===== src/hdl/scd_pkg.sv =====
// ----------------------------------------------------------------------------
// scd_pkg
// Shared types, constants and constant tables of the stain color
// deconvolution pipeline: optical density table and output level thresholds.
// ----------------------------------------------------------------------------
package scd_pkg;

  localparam int COEF_W    = 16;
  localparam int COEF_FRAC = COEF_W - 4;
  localparam int DENS_FRAC = 8;
  localparam int DENS_W    = 17;
  localparam int PROD_W    = COEF_W + DENS_W;
  localparam int SUM_W     = PROD_W + 2;
  localparam int PROD_FRAC = COEF_FRAC + DENS_FRAC;
  localparam int RND_SHIFT = PROD_FRAC - 16;
  localparam int T_W       = 26;
  localparam int LVL_W     = 8;
  localparam int LUT_N     = 256;
  localparam int CFG_IDX_W = 3;
  localparam int CFG_DAT_W = COEF_W;

  typedef logic signed [DENS_W-1:0] dens_t;
  typedef logic signed [COEF_W-1:0] coef_t;
  typedef logic signed [SUM_W-1:0]  sum_t;
  typedef logic signed [T_W-1:0]    tval_t;

  typedef dens_t dens_tab_t [LUT_N];
  typedef tval_t thr_tab_t [LUT_N];

  typedef enum logic [CFG_IDX_W-1:0] {
    REG_COEF_H0 = 3'd0,
    REG_COEF_H1 = 3'd1,
    REG_COEF_H2 = 3'd2,
    REG_COEF_E0 = 3'd3,
    REG_COEF_E1 = 3'd4,
    REG_COEF_E2 = 3'd5,
    REG_SWAP    = 3'd6
  } cfg_reg_t;

  // per-stage load enables
  typedef struct packed {
    logic dens;
    logic prod;
    logic sum;
    logic prep;
    logic srch;
    logic outp;
  } pipe_en_t;

  // log2 in unsigned q.32, truncated bit by bit
  function automatic logic [63:0] log2_q32(input int unsigned x);
    int unsigned xv;
    int          k;
    logic [63:0] y;
    logic [63:0] r;
    xv = (x == 0) ? 1 : x;
    k  = 0;
    for (int i = 0; i < 31; i++) begin
      if ((xv >> (k + 1)) != 0) k++;
    end
    y = 64'(xv) << (31 - k);
    r = 64'(k) << 32;
    for (int i = 31; i >= 0; i--) begin
      y = (y * y) >> 31;
      if (y >= 64'h1_0000_0000) begin
        y    = y >> 1;
        r[i] = 1'b1;
      end
    end
    return r;
  endfunction

  localparam longint LOG2_255 = longint'(log2_q32(255));
  localparam longint DENS_DIV = 2 * LOG2_255;
  localparam longint EXP_K    = longint'(255) <<< 16;

  function automatic dens_tab_t build_dens();
    dens_tab_t tab;
    longint    lv;
    longint    a;
    longint    q;
    for (int v = 0; v < LUT_N; v++) begin
      lv = longint'(log2_q32(v + 1));
      a  = 255 * (LOG2_255 - lv) * (longint'(1) <<< (DENS_FRAC + 1)) + LOG2_255;
      q  = a / DENS_DIV;
      if ((a % DENS_DIV) != 0 && a < 0) q = q - 1;
      tab[v] = DENS_W'(q);
    end
    return tab;
  endfunction

  // smallest t with floor(t*log2(255)/(255<<16)) >= log2(2o-1)-1
  function automatic thr_tab_t build_thr();
    thr_tab_t tab;
    longint   thr;
    longint   a;
    longint   q;
    tab[0] = '0;
    for (int o = 1; o < LUT_N; o++) begin
      thr = longint'(log2_q32(2 * o - 1)) - (longint'(1) <<< 32);
      a   = thr * EXP_K;
      q   = a / LOG2_255;
      if ((a % LOG2_255) != 0 && a > 0) q = q + 1;
      tab[o] = T_W'(q);
    end
    return tab;
  endfunction

  localparam dens_tab_t DENS_TAB = build_dens();
  localparam thr_tab_t  THR_TAB  = build_thr();

endpackage


===== src/hdl/scd_dot.sv =====
// ----------------------------------------------------------------------------
// scd_dot
// One stain row: three registered products, then a registered sum.
// ----------------------------------------------------------------------------
module scd_dot
  import scd_pkg::*;
(
  input  logic     clk,
  input  pipe_en_t en,
  input  coef_t    coef [3],
  input  dens_t    dens [3],
  output sum_t     sum
);

  logic signed [PROD_W-1:0] prod_r [3];
  sum_t                     sum_r;

  always_ff @(posedge clk) begin
    if (en.prod) begin
      for (int k = 0; k < 3; k++) begin
        prod_r[k] <= PROD_W'(coef[k]) * PROD_W'(dens[k]);
      end
    end
    if (en.sum) begin
      sum_r <= SUM_W'(prod_r[0]) + SUM_W'(prod_r[1]) + SUM_W'(prod_r[2]);
    end
  end

  assign sum = sum_r;

endmodule


===== config.mk =====
export PLATFORM = sky130hd
export DESIGN_NAME = scd_dot
export DESIGN_NICKNAME = d
export VERILOG_FILES = /design/src/hdl/scd_pkg.sv /design/src/hdl/scd_dot.sv
export SDC_FILE = /design/constraint.sdc
export NUM_CORES = 2
export LEC_CHECK = 0
export BUFFER_PORTS_ARGS = -buffer_cell sky130_fd_sc_hd__buf_2
export CORE_UTILIZATION = 55
export CTS_CLUSTER_SIZE = 14
export DETAILED_ROUTE_END_ITERATION = 10
export GPL_TIMING_DRIVEN = 0
export PLACE_DENSITY = 0.77
export SLEW_MARGIN = 15
export SYNTH_ARGS = -nofsm -noshare
export SYNTH_HDL_FRONTEND = slang
export SYNTH_SLANG_ARGS = --single-unit

===== constraint.sdc =====
create_clock -name clk -period 8.3 [get_ports clk]
set_input_delay 0.415 -clock clk [delete_from_list [all_inputs] [get_ports clk]]
set_output_delay 0.415 -clock clk [all_outputs]
set_load 0.02 [all_outputs]

==> impl_metrics.toml <==
[synth]
synth_seq_area_share_pct = 10.9
synth_enable_flop_cells = 134
synth_async_sr_flop_share_pct = 0
ys.flop_type = "edfxtp_1"
number_of_synthesized_register_bits = 134
avgSynthCellArea_um2 = 9.83
synth.cell_area_um2 = 37000
yosysWarnings = 0
syn_inst = 3763
synth.net_count = 5016
synth_cell_types = 61

[timing]
finalCriticalPeriod_ns = 7.02
timing_max_transition_violations_final = 0
final_hold_fails = 0
setup_repair_after_global_routing_missed_its_margin = "false"
fmax_ghz = 0.142
tns_ns = 0
worst_tran_pin_value_ns = 0.861
worst_slew_margin_rel_pct = 42.6
clock-skew-final_ns = 0.0173
layout_worst_path_cycle_share_pct = 84.6
setup-violations-final = 0
final.setup.worst_slack_ns = 1.28

[worst_hold_path]
worstHoldPathCells = 2
hold_class = "input port to flop"
whs_endpoint = "prod_r[0][33]"
min_from = "dens[17]"

[die]
floorplan.io_pins = 141
placeableCoreArea_um2 = 66200
die_width_um = 261
chipHeight_um = 261
floorplan.die_area_um2 = 68300
rows = 94
initial_standard_cell_utilization_of_the_core_pct = 55.9

[critical_path]
cp_cell_sequence = "clkbuf_1 -> clkbuf_1 -> nand2_1 -> fa_1 -> inv_1 -> fa_1 -> inv_1 -> fa_1 -> inv_1 -> fa_1 -> fa_1 -> inv_1 -> fa_1 -> inv_1 -> ha_1 -> a21oi_1 -> o211ai_1 -> a21oi_1 -> o31ai_1 -> a2111oi_0 -> o21bai_1 -> a21oi_1 -> xnor2_1"
timing.setup.critical_path_class = "input port to flop"
worst_path_largest_cell_delay_ns = 0.60
end_kind = "flop"
crit_family = "adder cells"
crit_path_top_delay_cell = "clkbuf_1"
r2r_start = "prod_r[0][6]"
timing.critical_path.arrival_ns = 7.19
crit_path_buffers_inverters = 7
worst-endpoint-required_ns = 8.47
critical_path_peak_fanout = 10
worst-r2r-setup-slack_ns = 4.29
r2r-end = "sum[29]"
critical_path.most_common_cell = "fa_1"
r2r.worst_path.cells = 10
setup.worst_path.start_class = "input port"

[layout]
num-nets-final = 5163
final_cell_mix = "911 x inv_1, 862 x fa_1, 418 x nand2_1"
fillCellCount = 5554
area_delta_synth_final_pct = 6.38
drive_above_1_share_pct = 4.67
commonest_non_fill_non_tap_cell_in_the_layout = "inv_1"

[placement]
port_buffers = 127
dp_worst_setup_slack_ns = 0.832
routabilityCongestion = 0.959
place.detailed.hpwl_um = 75600

[drt]
ant_nets = 0
drt_pre_antenna_iters = 10
post-route-drc-count = 18
wl_um = 87500
detailroute.via_count = 26000
vias_per_cell = 5.42
detailedRoute.firstIterationViolations = 1749
routed_wire_length_per_instance_um = 18.3

[cts]
cts_hold_buffers = 0
post_cts.resized_instances = 0
clock_latency_ns = 0.42
tritoncts_clock_tree = "yes"
clock_tree.buffer_depth = 2
cts_buffers = 17
path_clk_slew_ns = 0.06
cts_max_level = 4
postCtsSetupRepairBufs = 0
number_of_sinks_handled_by_clock_tree_synthesis = 134
cts_root_buf = "clkbuf_16"

[grt]
first_global_vias = 27600
gr-usage-all-layers_pct = 27.2
antenna_found_initial = 3
grt_pass1_wl_um = 143000
grt_overflow = 0
grt_start_max_net_pins = 57

[run]
max-cap-violations = 0

[run_status]
outcome = "complete, but fails checks"
violated_checks = "design-rule violations"
[kinds of logic (layout without fill, tap and decap cells)]
group	after synthesis	in the layout	share of synthesized area [%]
adder cells (fa/ha/maj)	1147	1147	56.3
AND/OR/NAND/NOR	1009	1009	13.6
buffers and inverters	1022	1181	10.4
AO/OA/AOI/OAI	317	317	5.75
other	0	1	0
XOR/XNOR	134	134	3.17
flip-flops	134	134	10.9
[through the flow]
step                hold slack, ns  cells  cell area [µm²]  util, %
detailed placement           0.735   4755            38800     58.5
finish                       0.472   4787            39400     59.5
floorplan                    0.527   3763            37000        -
global placement             0.719   4754            38700     58.5
CTS                          0.452   4786            39400     59.4
global route                 0.468   4786            39400     59.4
[registers in the layout, indices dropped and copies added, names as in the netlist]
name and count:
prod_r 99, sum 35
[metal layers]
metal	wire, µm	vias to the layer above	GRT usage, %
li1	-	11600	-
met1	35400	13200	36.9
met2	42400	1003	44.9
met3	6880	178	4.62
met4	2740	2	8.06
met5	13	-	0
[worst reg2reg max path: stages (launching register included)]
cell and delay [ns]:
edfxtp_1 0.43, fa_1 0.50, ha_1 0.38, o21ai_0 0.16, a2111oi_0 0.57, o311ai_1 0.27, o211ai_1 0.35, o211ai_1 0.22
o21ai_0 0.28, o21ai_0 0.13, a32oi_1 0.46
[worst max-delay path by stage]
stage,start,endpoint,slack [ns],cells after the start
2_1_floorplan,coef[7],prod_r[0][94],1.95,22
3_3_place_gp,coef[23],prod_r[0][64],0.90,24
3_5_place_dp,coef[23],prod_r[0][64],0.83,24
4_1_cts,coef[23],prod_r[0][64],1.26,24
5_1_grt,coef[24],prod_r[0][64],0.88,24
6_report,coef[40],prod_r[0][32],1.28,23
[cells in the mapped netlist, drive strengths merged (9+ instances only)]
library cell / count / area (µm²)
a21o: 60 / 453
a21oi: 95 / 483
and2: 393 / 2460
and3: 9 / 56.3
clkbuf: 110 / 413
edfxtp: 134 / 4020
fa: 862 / 17300
ha: 285 / 3570
inv: 911 / 3420
nand2: 418 / 1570
nand2b: 21 / 131
nand3: 16 / 80.1
nor2: 91 / 342
nor2b: 11 / 68.8
nor3: 21 / 116
o21a: 15 / 113
o21ai: 50 / 250
o21bai: 20 / 150
xnor2: 106 / 928
xor2: 28 / 245
[layout make-up]
| cell class | count | area, µm² | share of cell area, % |
|---|---|---|---|
| clock inverters | 12 | 180 | 0.458 |
| multi-input cells | 2607 | 29100 | 74.0 |
| diodes | 1 | 2.50 | 0.00636 |
| inverters | 911 | 3420 | 8.69 |
| plain buffers | 111 | 420 | 1.07 |
| well taps | 864 | 1080 | 2.75 |
| clock buffers | 19 | 433 | 1.10 |
| repair buffers | 128 | 666 | 1.69 |
| flip-flops and latches | 134 | 4020 | 10.2 |
Power is not shown: default switching activity piles up to over one toggle a cycle in this logic, so the estimate is an artifact.
